[src/rtl/oss_pkg.sv]
package oss_pkg;

    // Block limits
    localparam int unsigned MAX_SAMPLES    = 4096;
    localparam int unsigned DAC_FULL_SCALE = 4095;

    // Field widths
    localparam int unsigned IDX_W   = 12;
    localparam int unsigned AMP_W   = 12;
    localparam int unsigned CNT_W   = 13;
    localparam int unsigned VAL_W   = 12;
    localparam int unsigned PHASE_W = 24;

    // Fixed-point constants: Q30 sine, pi/2 in Q30 (pi * 2^29)
    localparam logic [30:0] Q30_ONE     = 31'h4000_0000;
    localparam logic [30:0] HALF_PI_Q30 = 31'h6487_ED51;
    localparam logic [22:0] QUARTER_ONE = 23'h40_0000;

    // Number of Taylor terms in the Horner chain
    localparam int unsigned HRN_TERMS = 7;

    // Configuration register indexes
    typedef enum logic [0:0] {
        CFG_AMPLITUDE    = 1'b0,
        CFG_SAMPLE_COUNT = 1'b1
    } t_cfg_index;

    // Item moving along the phase divider chain
    typedef struct packed {
        logic               valid;
        logic               err;
        logic [IDX_W-1:0]   rem;
        logic [PHASE_W-1:0] q;
    } t_div_item;

    // Item moving along the Horner chain
    typedef struct packed {
        logic        valid;
        logic        err;
        logic        neg;
        logic [30:0] x;
        logic [31:0] x2;
        logic [30:0] t;
    } t_hrn_item;

endpackage

[src/rtl/oss_hrn_cell.sv]
// One Horner step: t' = 1 - floor(floor(x2*t) / (2k(2k+1))), three stages
module oss_hrn_cell #(
    parameter int unsigned K = 1
) (
    input  logic               i_clk,
    input  logic               i_rst_n,
    input  logic               i_en,
    input  oss_pkg::t_hrn_item i_item,
    output oss_pkg::t_hrn_item o_item
);

    localparam int unsigned C_DIV   = 2 * K * (2 * K + 1);
    localparam logic [7:0]  C_DIV_W = 8'(C_DIV);
    // floor(2^32 / d): estimate is exact or one short for p < 2^32
    localparam logic [29:0] C_RECIP = 30'((64'd1 << 32) / C_DIV);

    oss_pkg::t_hrn_item r_a;
    oss_pkg::t_hrn_item r_b;
    oss_pkg::t_hrn_item r_c;
    logic [31:0]        r_p_a;
    logic [31:0]        r_p_b;
    logic [29:0]        r_qe_b;

    logic [62:0] w_prod_a;
    logic [61:0] w_prod_b;
    logic [37:0] w_qd;
    logic [31:0] w_rem;
    logic [30:0] w_term;
    logic [30:0] w_t;

    // Stage a: x2 * t
    assign w_prod_a = {31'd0, i_item.x2} * {32'd0, i_item.t};
    // Stage b: quotient estimate by reciprocal
    assign w_prod_b = {30'd0, r_p_a} * {32'd0, C_RECIP};
    // Stage c: correct estimate, form new t
    always_comb begin
        w_qd   = {8'd0, r_qe_b} * {30'd0, C_DIV_W};
        w_rem  = r_p_b - w_qd[31:0];
        w_term = (w_rem >= {24'd0, C_DIV_W}) ? ({1'b0, r_qe_b} + 31'd1) : {1'b0, r_qe_b};
        w_t    = (w_term >= oss_pkg::Q30_ONE) ? 31'd0 : (oss_pkg::Q30_ONE - w_term);
    end

    always_ff @(posedge i_clk) begin
        if (!i_rst_n) begin
            r_a.valid <= 1'b0;
            r_b.valid <= 1'b0;
            r_c.valid <= 1'b0;
        end else if (i_en) begin
            r_a.valid <= i_item.valid;
            r_b.valid <= r_a.valid;
            r_c.valid <= r_b.valid;
        end
        if (i_en) begin
            r_a.err <= i_item.err;
            r_a.neg <= i_item.neg;
            r_a.x   <= i_item.x;
            r_a.x2  <= i_item.x2;
            r_a.t   <= i_item.t;
            r_p_a   <= w_prod_a[61:30];
            r_b.err <= r_a.err;
            r_b.neg <= r_a.neg;
            r_b.x   <= r_a.x;
            r_b.x2  <= r_a.x2;
            r_b.t   <= r_a.t;
            r_p_b   <= r_p_a;
            r_qe_b  <= w_prod_b[61:32];
            r_c.err <= r_b.err;
            r_c.neg <= r_b.neg;
            r_c.x   <= r_b.x;
            r_c.x2  <= r_b.x2;
            r_c.t   <= w_t;
        end
    end

    assign o_item = r_c;

endmodule

[config.mk]
export PLATFORM = sky130hd
export DESIGN_NAME = oss_hrn_cell
export DESIGN_NICKNAME = d
export VERILOG_FILES = /design/src/rtl/oss_pkg.sv /design/src/rtl/oss_hrn_cell.sv
export SDC_FILE = /design/constraint.sdc
export NUM_CORES = 2
export LEC_CHECK = 0
export BUFFER_PORTS_ARGS = -buffer_cell sky130_fd_sc_hd__buf_2
export CAP_MARGIN = 10
export CORE_MARGIN = 10
export CORE_UTILIZATION = 60
export CTS_CLUSTER_DIAMETER = 200
export DETAILED_ROUTE_END_ITERATION = 12
export GPL_TIMING_DRIVEN = 0
export PLACE_DENSITY = 0.82
export REMOVE_ABC_BUFFERS = 1
export SLEW_MARGIN = 40
export SYNTH_ARGS = -nofsm -noshare
export SYNTH_HDL_FRONTEND = slang
export SYNTH_SLANG_ARGS = --single-unit
[constraint.sdc]
create_clock -name i_clk -period 26.7 [get_ports i_clk]
set_input_delay 1.335 -clock i_clk [delete_from_list [all_inputs] [get_ports i_clk]]
set_output_delay 1.335 -clock i_clk [all_outputs]
set_load 0.03 [all_outputs]
==> metrics.md <==
| Metric | Value |
|---|---|
| CP Class | reg -> reg |
| Final hold violation count | 0 |
| Synth Instances | ~5,700 |
| WP buf/inv | 1 |
| Worst path arrival time | about 12 ns |
| DR vias/cell | around 5.8 |
| Run status | finished, final reports clean |
| CTS root buf | clkbuf_16 |
| Clock Pin Slew Worst Setup and Hold Paths | around 0.070 ns |
| Most used cell, CP | o21ai_0 |
| Most frequent cell after synthesis | inv_1 |
| Async set-reset flop share out of synthesis | 0% |
| Final wirelength | between 150,000 and 200,000 um |
| Max Freq | around 0.088 GHz |
| Setup TNS | 0 ns |
| Post-layout min period | approximately 11 ns |
| DR vias | 41,200 |
| Final period utilization | between 40% and 50% |
| Design Area, Final | 62,300 um^2 |
| CP max-delay cell | or4b_4 |
| Synth cell types | between 80 and 90 |
| Fin. max-slew vios | 0 |
| Ys flop type | edfxtp_1 |
| Worst-skew pair later-pin latency | approximately 0.57 ns |
| Starting Density | 60.7% |
| Die Wd | 334 um |
| CTS Hold Bufs | 0 |
| Nets | 7,712 |
| Actual slew at the worst max-slew pin | a little under 1 ns |
| Vias in the first global route | between 40,000 and 50,000 |
| Max-Cap Viols | 0 |
| Startpoint Class | register |
| Setup bufs post-CTS | 0 |
| PortBufs | around 200 |
| RSZ-0062 raised after global routing | false |
| Post-DP HPWL | approximately 120,000 um |
| Synth Warn # | 0 |
| WL per Instance | 21.9 um |
| Remaining Overflow, GRT | 0 |
| #FFs+latches synth | 322 |
| Post-synth top area share | 40.6% |
| Max FO, Critical Path | 22 |
| I/O Pins | 197 |
| Mapped cell area | between 50,000 and 60,000 um^2 |
| Initial antenna violation count | 3 |
| Die span in y | approximately 330 um |
| Core ar. | 97,100 um^2 |
| Gr usage total | between 20% and 30% |
| Hold crit path type | reg -> reg |
| Delay-heaviest family, CP | simple AND/OR/NAND/NOR gates |
| Area post-placement | 61,000 um^2 |
| Worst path required time | around 27 ns |
| P&R area growth vs syn | 5.54% |
| Largest net degree at the start of global routing | 82 |
| Initial DRC Count | between 3,000 and 4,000 |
| Avg Inst Size Synth | between 10 and 15 um^2 |
| H-tree levels | 2 |
| DRC Markers | 0 |
| Largest cells by area after synthesis | fa_1, edfxtp_1, ha_1, inv_1, and2_1 |
| Clk sink count | 322 |
| Post-DRT Antenna Nets | 0 |
| First-pass GRT wire length | 247,000 um |
| Sequential share of the synthesized area | 16.3% |
| Die area | 111,000 um^2 |
| Synth area leader | fa_1 |
| Slew HR | a little over a third |
| Total CTS buffers | 35 |
| CTS tree | yes |
| Final setup vio count | 0 |
| Post_cts resized | 0 |
| GP Congestion | between 0.9 and 1 |
| Longest Clk Path Bufs | 3 |
| TritonRoute pass-1 iters | 6 |
| Layout cells sized above 1 | under 10% |
| FP Rows | approximately 110 |
| Crit. End Element | register |
| Skew final | 0.0227 ns |
| Top post-synthesis cells by count | inv_1, fa_1, nand2_1 |
| Post-synth EDFFs | about 320 |
| Slowest Stage Delay on Critical Path | around 0.61 ns |
[metrics by stage]
stage	setup slack [ns]	instances	util, %	hold WS [ns]
2_1_floorplan	17.18	5519	-	0.400
3_3_place_gp	15.19	6991	62.5	0.400
3_5_place_dp	15.38	7000	62.8	0.405
4_1_cts	15.34	7063	64.0	0.415
5_1_grt	14.68	7068	64.1	0.416
6_report	15.37	7073	64.1	0.414
[logic make-up after synthesis]
group | after synthesis | share of synthesized area, %
buffers and inverters | 1536 | 9.84
flip-flops | 322 | 16.3
multiplexers | 16 | 0.282
adder cells (fa/ha/maj) | 1847 | 54.4
AO/OA/AOI/OAI | 397 | 4.64
XOR/XNOR | 144 | 2.15
AND/OR/NAND/NOR | 1481 | 12.3
[state kept, by name (all words and copies together), names as in the netlist]
register and cells:
r_b 66, r_a 66, r_p_b 31, o_item 97
r_qe_b 30, r_p_a 32
[metal layers]
metal / vias up / part of all wire, % / global-route usage [%]
met5: - / 0.0077 / 0
met2: 2262 / 48 / 47.4
li1: 17700 / - / -
met4: 2 / 6.3 / 14.6
met1: 20600 / 36 / 34.4
met3: 609 / 9.8 / 6.13
[layout make-up]
cell class,count,area [um^2]
multi-input combinational,3885,43600
fill,7421,34900
clock buffer,45,973
antenna,6,15.0
clock inverter,18,159
sequential,322,9640
inverter,1312,4920
timing repair buffer,209,1380
tap,1276,1600
[worst register-to-register path, delay by kind of cell, from the launching register on]
family                   cells  cell delay (ns)
AND/OR/NAND/NOR             13             4.37
AO/OA/AOI/OAI               14             3.91
adder cells (fa/ha/maj)      3             1.25
flip-flops                   1             0.56
XOR/XNOR                     1             0.45
multiplexers                 1             0.40
buffers and inverters        1             0.24
[final timing paths]
check | start | end | slack [ns] | depth (start not counted)
max reg2reg | r_qe_b[0] | o_item[21] | 15.37 | 33
max | r_qe_b[0] | o_item[21] | 15.37 | 33
min reg2reg | r_a[52] | r_b[52] | 0.41 | 0
min | r_a[52] | r_b[52] | 0.41 | 0
[layout by cell type (no fill, tap or decap), types with 7 or more instances in the layout]
master and n:
o21a_1 32, a31oi_1 11, or3_1 12, nand2_1 655, buf_16 11, o21bai_1 8
mux2i_1 14, nand4_1 31, nor2_1 143, nor3_1 39, edfxtp_1 319, ha_1 650
o21ai_0 65, nor4_1 12, o41ai_1 7, nand2b_1 21, nor2b_1 23, and2_1 429
and3_1 24, a21oi_1 87, a211oi_1 19, buf_2 173, a2111oi_0 8, a21o_1 50
a211o_1 7, or2_2 10, xor2_1 51, xnor2_1 91, inv_1 1312, o211ai_1 14
o31ai_1 7, nand3_1 46, fa_1 1197, clkbuf_16 35, buf_4 22, o2111ai_1 8
Power is not shown: default switching activity piles up to over one toggle a cycle in this logic, so the estimate is an artifact.
