## src/rtl/oss_pkg.sv

```systemverilog
package oss_pkg;

    // Block limits
    localparam int unsigned MAX_SAMPLES    = 4096;
    localparam int unsigned DAC_FULL_SCALE = 4095;

    // Field widths
    localparam int unsigned IDX_W   = 12;
    localparam int unsigned AMP_W   = 12;
    localparam int unsigned CNT_W   = 13;
    localparam int unsigned VAL_W   = 12;
    localparam int unsigned PHASE_W = 24;

    // Fixed-point constants: Q30 sine, pi/2 in Q30 (pi * 2^29)
    localparam logic [30:0] Q30_ONE     = 31'h4000_0000;
    localparam logic [30:0] HALF_PI_Q30 = 31'h6487_ED51;
    localparam logic [22:0] QUARTER_ONE = 23'h40_0000;

    // Number of Taylor terms in the Horner chain
    localparam int unsigned HRN_TERMS = 7;

    // Configuration register indexes
    typedef enum logic [0:0] {
        CFG_AMPLITUDE    = 1'b0,
        CFG_SAMPLE_COUNT = 1'b1
    } t_cfg_index;

    // Item moving along the phase divider chain
    typedef struct packed {
        logic               valid;
        logic               err;
        logic [IDX_W-1:0]   rem;
        logic [PHASE_W-1:0] q;
    } t_div_item;

    // Item moving along the Horner chain
    typedef struct packed {
        logic        valid;
        logic        err;
        logic        neg;
        logic [30:0] x;
        logic [31:0] x2;
        logic [30:0] t;
    } t_hrn_item;

endpackage

```

## src/rtl/oss_div_cell.sv

```systemverilog
// One restoring division step: one quotient bit of the phase per cell
module oss_div_cell (
    input  logic                        i_clk,
    input  logic                        i_rst_n,
    input  logic                        i_en,
    input  logic [oss_pkg::CNT_W-1:0]   i_n,
    input  oss_pkg::t_div_item          i_item,
    output oss_pkg::t_div_item          o_item
);

    logic [oss_pkg::CNT_W-1:0] w_r2;
    logic                      w_ge;
    logic [oss_pkg::CNT_W-1:0] w_diff;
    oss_pkg::t_div_item        n_item;
    oss_pkg::t_div_item        r_item;

    // Shift remainder, trial subtract
    always_comb begin
        w_r2   = {i_item.rem, 1'b0};
        w_ge   = (w_r2 >= i_n);
        w_diff = w_r2 - i_n;
        n_item       = i_item;
        n_item.rem   = w_ge ? w_diff[oss_pkg::IDX_W-1:0] : w_r2[oss_pkg::IDX_W-1:0];
        n_item.q     = {i_item.q[oss_pkg::PHASE_W-2:0], w_ge};
    end

    always_ff @(posedge i_clk) begin
        if (!i_rst_n) begin
            r_item.valid <= 1'b0;
        end else if (i_en) begin
            r_item.valid <= n_item.valid;
        end
        if (i_en) begin
            r_item.err <= n_item.err;
            r_item.rem <= n_item.rem;
            r_item.q   <= n_item.q;
        end
    end

    assign o_item = r_item;

endmodule

```

## config.mk

```make
export PLATFORM = sky130hd
export DESIGN_NAME = oss_div_cell
export DESIGN_NICKNAME = d
export VERILOG_FILES = /design/src/rtl/oss_pkg.sv /design/src/rtl/oss_div_cell.sv
export SDC_FILE = /design/constraint.sdc
export NUM_CORES = 1
export LEC_CHECK = 0
export BUFFER_PORTS_ARGS = -buffer_cell sky130_fd_sc_hd__buf_2
export CAP_MARGIN = 30
export CORE_MARGIN = 3
export CORE_UTILIZATION = 52
export CTS_BUF_LIST = sky130_fd_sc_hd__clkbuf_4 sky130_fd_sc_hd__clkbuf_8
export CTS_CLUSTER_SIZE = 10
export DETAILED_ROUTE_END_ITERATION = 10
export PLACE_DENSITY = 0.88
export SETUP_SLACK_MARGIN = 0.1
export SLEW_MARGIN = 20
export SYNTH_ARGS = -nofsm -noshare
export SYNTH_HDL_FRONTEND = slang
export SYNTH_SLANG_ARGS = --single-unit
```

## constraint.sdc

```tcl
create_clock -name i_clk -period 3.7 [get_ports i_clk]
set_input_delay 0.185 -clock i_clk [delete_from_list [all_inputs] [get_ports i_clk]]
set_output_delay 0.185 -clock i_clk [all_outputs]
set_load 0.1 [all_outputs]
```

==> flow_summary.ini, run 1 <==
[finish]
layout-drive-gt1-share_pct = 47.5
largest_register_ff_count = 38
antenna-diode-count = 0
fin_nets = 305
filler_cell_count_in_the_final_layout = 254
final_cell_count_no_fill = 284
area_growth_syn_to_layout_pct = 30.6
layout.core_utilization_pct = 73.2

[worst_setup_path]
required_ns = 3.73
critical_path_class = in -> reg
crit_arrival_ns = 2.30
cp-start-kind = primary input
critPathMaxFanout = 13
cp-end-kind = flip-flop
rr_worst_depth = 2

[die]
top_level_ports = 92
floorplan.initialDensity_pct = 56.0
design.die.area_um2 = 4510
number_of_cell_rows = 21
design.core.area_um2 = 3470
die_h_um = 67.1
chipWidth_um = 67.1

[pwr]
p_seq_share_pct = 39.4
share_comb_of_total_power_pct = 39.0
leakagePower_nw = 1.19
share_clk_of_total_power_pct = 21.6
power.net_switching_uw = 541
p_int_uw = 811
fin_total_pwr_mw = 1.35
p_per_area_nw_per_um2 = 533
switching_share_pct = 40.0
power.ir.vdd_worst_mv = 0.211

[route]
avgRoutedWirePerCell_um = 14.4
route.vias.total = 1418
number_of_vias_per_cell = 4.99
route.final.wire_length_um = 4080
drc_violation_count_after_routing = 0
route.antenna.remaining_nets = 0
drt_pass1_iterations = 4
dr.first_iter.drc_count = 89

[yosys]
synth-adder-area-share_pct = 9.40
synth-edff-count = 37
cell_variety_after_synth = 33
yosys_top_cell_area_share_pct = 57.2
synthesis.yosys.warnings = 0
postSynthCellCount = 141
synth_top_family_by_area = compound AO/OA/AOI/OAI gates
top_post_synthesis_cells_by_area = edfxtp_1 57%, ha_1 8.4%, mux2_4 5.4%
yosys-mux-area-fraction_pct = 8.18
synth_most_common_cell = edfxtp_1
synthTopCellsByCount = 37 x edfxtp_1, 16 x inv_1, 13 x ha_1
flop_and_latch_count_out_of_synthesis = 38
postSynthAreaPerCell_um2 = 13.8
synth-seq-area-share_pct = 58.2
synth_simple_gate_area_share_pct = 6.70
ys.flop_type = edfxtp_1
post_synth_instance_area_um2 = 1940
synth-compound-area-share_pct = 9.79
asyncSetResetFlopFracSynth_pct = 0
synthesis.nets = 209
netlist.top_cell.by_area = edfxtp_1
yosys.area_share.xor_xnor_pct = 4.06

[sta]
relSlewSlack_pct = 45.9
clock-skew-final_ns = 0
achievable-frequency_mhz = 441
grt_setup_unrepaired = no
post-route-worst-setup-slack_ns = 1.43
timing.final.crit_share_pct = 61.3
tightest_slew_ns = 0.812
fin_crit_ns = 2.27
finalMaxSlewViolations = 0
hold_viol_final = 0
report.final.setup_viol = 0
timing.setup.tns_ns = 0

[clock_network]
cts_repair_resize_count = 0
cts_made_buffers = 5
worstSkewPairLatency_ns = 0.27
cts_post_setup_buffers_inserted = 0
cts_root_buf = clkbuf_8
postCtsHoldBufs = 0
htreeDepth = 2
path_clk_slew_ns = 0.07
clock_tree.buffer_depth = 2
tritoncts = done
tritoncts_num_sinks = 38

[run_status]
outcome = finished, final reports clean

[placement]
placed_cells = 276
buffer_ports.inserted = 90
pre_cts_ws_ns = 1.11
place_congestion = 0.906
dpl.hpwl_um = 3360

[global_routing]
grt_max_degree = 39
grt_pass1_vias = 1341
gr-total-overflow = 0
aggregate_global_route_resource_usage_pct = 18.4
grt_pass1_wl_um = 6070
antenna_found_initial = 0

[worst_hold_path]
hp-class = in -> reg
worst_hold_path.num_cells = 1

[run]
cap_violations = 0
## power by group through the flow
| stage | sequential, mW | combinational, mW | clock [mW] |
|---|---|---|---|
| after floorplan | 0.847 | 0.131 | 0 |
| after global placement | 0.540 | 0.521 | 0 |
| after detailed placement | 0.543 | 0.528 | 0 |
| after CTS | 0.534 | 0.529 | 0.303 |
| after global routing | 0.537 | 0.554 | 0.323 |
| final | 0.533 | 0.527 | 0.292 |
## through the flow
stage	instance area, µm²	hold slack (ns)
6_report	2540	0.0769
5_1_grt	2540	0.0629
4_1_cts	2540	0.0688
3_5_place_dp	2440	0.365
3_3_place_gp	2440	0.361
2_1_floorplan	1940	0.284
## cell usage in the layout (no fill, tap or decap), drive strengths merged, types with 2 or more instances in the layout
cell    synthesis  routed
buf             1      90
edfxtp         37      37
inv            16      16
ha             13      13
mux2           10      10
nor2            8       8
clkbuf          0       8
xnor2           7       7
nand2           6       6
a21oi           6       6
nor2b           5       5
o21ai           4       4
nand2b          3       3
o211ai          3       3
a21o            2       2
a211oi          2       2
nand4           2       2
or3             2       2
o21bai          2       2
xor2            2       2
mux2i           2       2
a31oi           2       2
## worst max-delay path: stages
cell	delay, ns
buf_2	0.10
inv_1	0.04
ha_1	0.29
ha_1	0.18
nor2_1	0.08
nand2_1	0.05
a211oi_1	0.31
o21ai_2	0.13
a31oi_4	0.51
mux2_2	0.41
## area by class of cell
type                    count  area (µm²)  area share (%)
flip-flops and latches     38        1130            44.6
multi-input cells          86         741            29.2
repair buffers             90         450            17.8
clock buffers               8        97.6            3.85
inverters                  16        60.1            2.37
well taps                  46        57.6            2.27
## path summary, 6_finish.rpt
kind	end	from	slack [ns]
min	o_item[17]$_DFFE_PP_	i_item[16]	0.08
max	o_item[26]$_DFFE_PP_	i_n[1]	1.43
max reg2reg	o_item[37]$_SDFFE_PN0P_	o_item[37]$_SDFFE_PN0P_	3.06
min reg2reg	o_item[37]$_SDFFE_PN0P_	o_item[37]$_SDFFE_PN0P_	0.55
## cells by family after synthesis
family	after synthesis
simple gates	26
xor+xnor	9
flops	38
buf+inv	17
compound gates	25
mux	12
fa+ha+maj	14
## layer usage
layer	vias to the layer above	global-route usage [%]	wire, µm
li1	705	-	-
met1	631	21.2	1570
met2	76	32.1	1980
met3	6	4.49	474
met4	0	8.35	57
met5	-	0	0
Note: power is estimated with default switching activity, not from simulation.
==> run 2, diff against run 1 <==
- CORE_UTILIZATION: 52 -> 48
- PLACE_DENSITY: 0.88 -> 0.82
- clock period: 3.7 -> 2.22 ns (I/O delays scaled with it)
==> run 2 against run 1 <==
- sequential power up 67%
- register-to-register slack worse by 1.5 ns
- power up 69%
- utilization up 0.56 points
- flip-flop and latch count unchanged
==> flow_summary.ini, run 2 (synthesis results as in run 1) <==
[route]
drt_pass1_iterations = 4
dr.first_iter.drc_count = 125
route.antenna.remaining_nets = 0
drc_violation_count_after_routing = 0
route.vias.total = 1508
number_of_vias_per_cell = 4.86
route.final.wire_length_um = 4260
avgRoutedWirePerCell_um = 13.7

[clock_network]
cts_root_buf = clkbuf_8
tritoncts_num_sinks = 38
clock_tree.buffer_depth = 2
htreeDepth = 2
cts_post_setup_buffers_inserted = 0
tritoncts = done
worstSkewPairLatency_ns = 0.28
path_clk_slew_ns = 0.07
cts_repair_resize_count = 0
cts_made_buffers = 5

[pwr]
power.ir.vdd_worst_mv = 0.317
p_per_area_nw_per_um2 = 821
leakagePower_nw = 1.30
fin_total_pwr_mw = 2.28

[sta]
report.final.setup_viol = 0
relSlewSlack_pct = 47.4
timing.final.crit_share_pct = 87.3
clock-skew-final_ns = 0
finalMaxSlewViolations = 0
post-route-worst-setup-slack_ns = 0.281
hold_viol_final = 0
achievable-frequency_mhz = 516
fin_crit_ns = 1.94
tightest_slew_ns = 0.789
grt_setup_unrepaired = no
timing.setup.tns_ns = 0
timing.hold.ws_ns = 0.0133

[worst_setup_path]
slowest_stage = mux2_2
critical-path-top-cell-by-count = ha_1
critPathMaxFanout = 4
cp-start-kind = primary input
required_ns = 2.25
critical_path_class = in -> reg
crit_arrival_ns = 1.97
cp-end-kind = flip-flop
cp_top_family = compound AO/OA/AOI/OAI gates
critical_path.startpoint = i_n[1]
buffers_and_inverters_on_the_worst_path = 3
critical_path.cell_chain = buf_2 > inv_1 > ha_1 > ha_1 > nor2_1 > nand2_1 > a211oi_1 > o21ai_2 > a31oi_4 > buf_4 > mux2_2
timing.rr.start = o_item[37]$_SDFFE_PN0P_
cpPeakStageDelay_ns = 0.33

[finish]
final_common_cell = buf_2
final_cell_mix = 90 x buf_2, 37 x edfxtp_1, 20 x dlygate4sd3_1
antenna-diode-count = 0
final_cell_count_no_fill = 310
area_growth_syn_to_layout_pct = 43.1
largest_register_ff_count = 38
layout-drive-gt1-share_pct = 44.7
fin_nets = 329

[placement]
place_congestion = 0.864
buffer_ports.inserted = 90
dpl.hpwl_um = 3150
pre_cts_ws_ns = -0.0269
placed_cells = 282

[die]
die_h_um = 69.6
top_level_ports = 92
number_of_cell_rows = 22
design.die.area_um2 = 4850
design.core.area_um2 = 3770
floorplan.initialDensity_pct = 51.5
chipWidth_um = 69.6

[global_routing]
antenna_found_initial = 0
grt_max_degree = 39
aggregate_global_route_resource_usage_pct = 17.3
grt_pass1_wl_um = 6520
gr-total-overflow = 0
grt_pass1_vias = 1411

[worst_hold_path]
hold_start = i_item[12]
hp-class = in -> reg

[run]
cap_violations = 0

[run_status]
outcome = finished, final reports clean
==> run 2: cell count changes in the layout (fill, tap and decap cells not counted) <==
cell	change
clkinv_2	+1
dlygate4sd3_1	+20
buf_12	+1
clkbuf_4	-2
clkinvlp_4	+1
buf_4	+3
==> run 2: per-stage QoR <==
stage,instance area [µm²],utilization [%]
3_5_place_dp,2480,65.9
4_1_cts,2730,72.4
6_report,2780,73.7
3_3_place_gp,2480,65.9
5_1_grt,2780,73.7
2_1_floorplan,1940,-
==> run 2: where the power goes <==
part	leakage [nW]	switching (mW)	internal (mW)
sequential	0.370	0.0179	0.872
combinational	0.880	0.684	0.239
clock	0.0472	0.220	0.249
==> run 2: worst paths after layout <==
| path | to | slack, ns | depth (start not counted) |
|---|---|---|---|
| max | o_item[27]$_DFFE_PP_ | 0.28 | 11 |
| max reg2reg | o_item[37]$_SDFFE_PN0P_ | 1.54 | 2 |
| min reg2reg | o_item[37]$_SDFFE_PN0P_ | 0.60 | 2 |
| min | o_item[13]$_DFFE_PP_ | 0.01 | 1 |
==> run 2: timing repair <==
action                                  in CTS  in global routing
hold buffers                                15                  5
hold endpoints to repair                    15                  5
endpoints found under the setup margin       0                  0
==> run 2: final cells by class <==
cell class              count  area [µm²]
fillers                   275         991
clock buffers               6        82.6
well taps                  48        60.1
multi-input cells          86         741
flip-flops and latches     38        1130
clock inverters             2        12.5
repair buffers            114         693
inverters                  16        60.1
==> run 2: worst reg2reg max path, stage by stage, from the launching register on <==
cell	delay, ns
dfxtp_1	0.32
mux2i_1	0.18
nor2b_1	0.07
==> run 2: layer usage <==
metal	routed length (µm)	vias up	share of wire (%)	global-route usage [%]
li1	-	751	-	-
met1	1620	665	38	19.0
met2	2150	84	50	29.9
met3	401	8	9.4	5.65
met4	89	0	2.1	8.51
met5	0	-	0	0
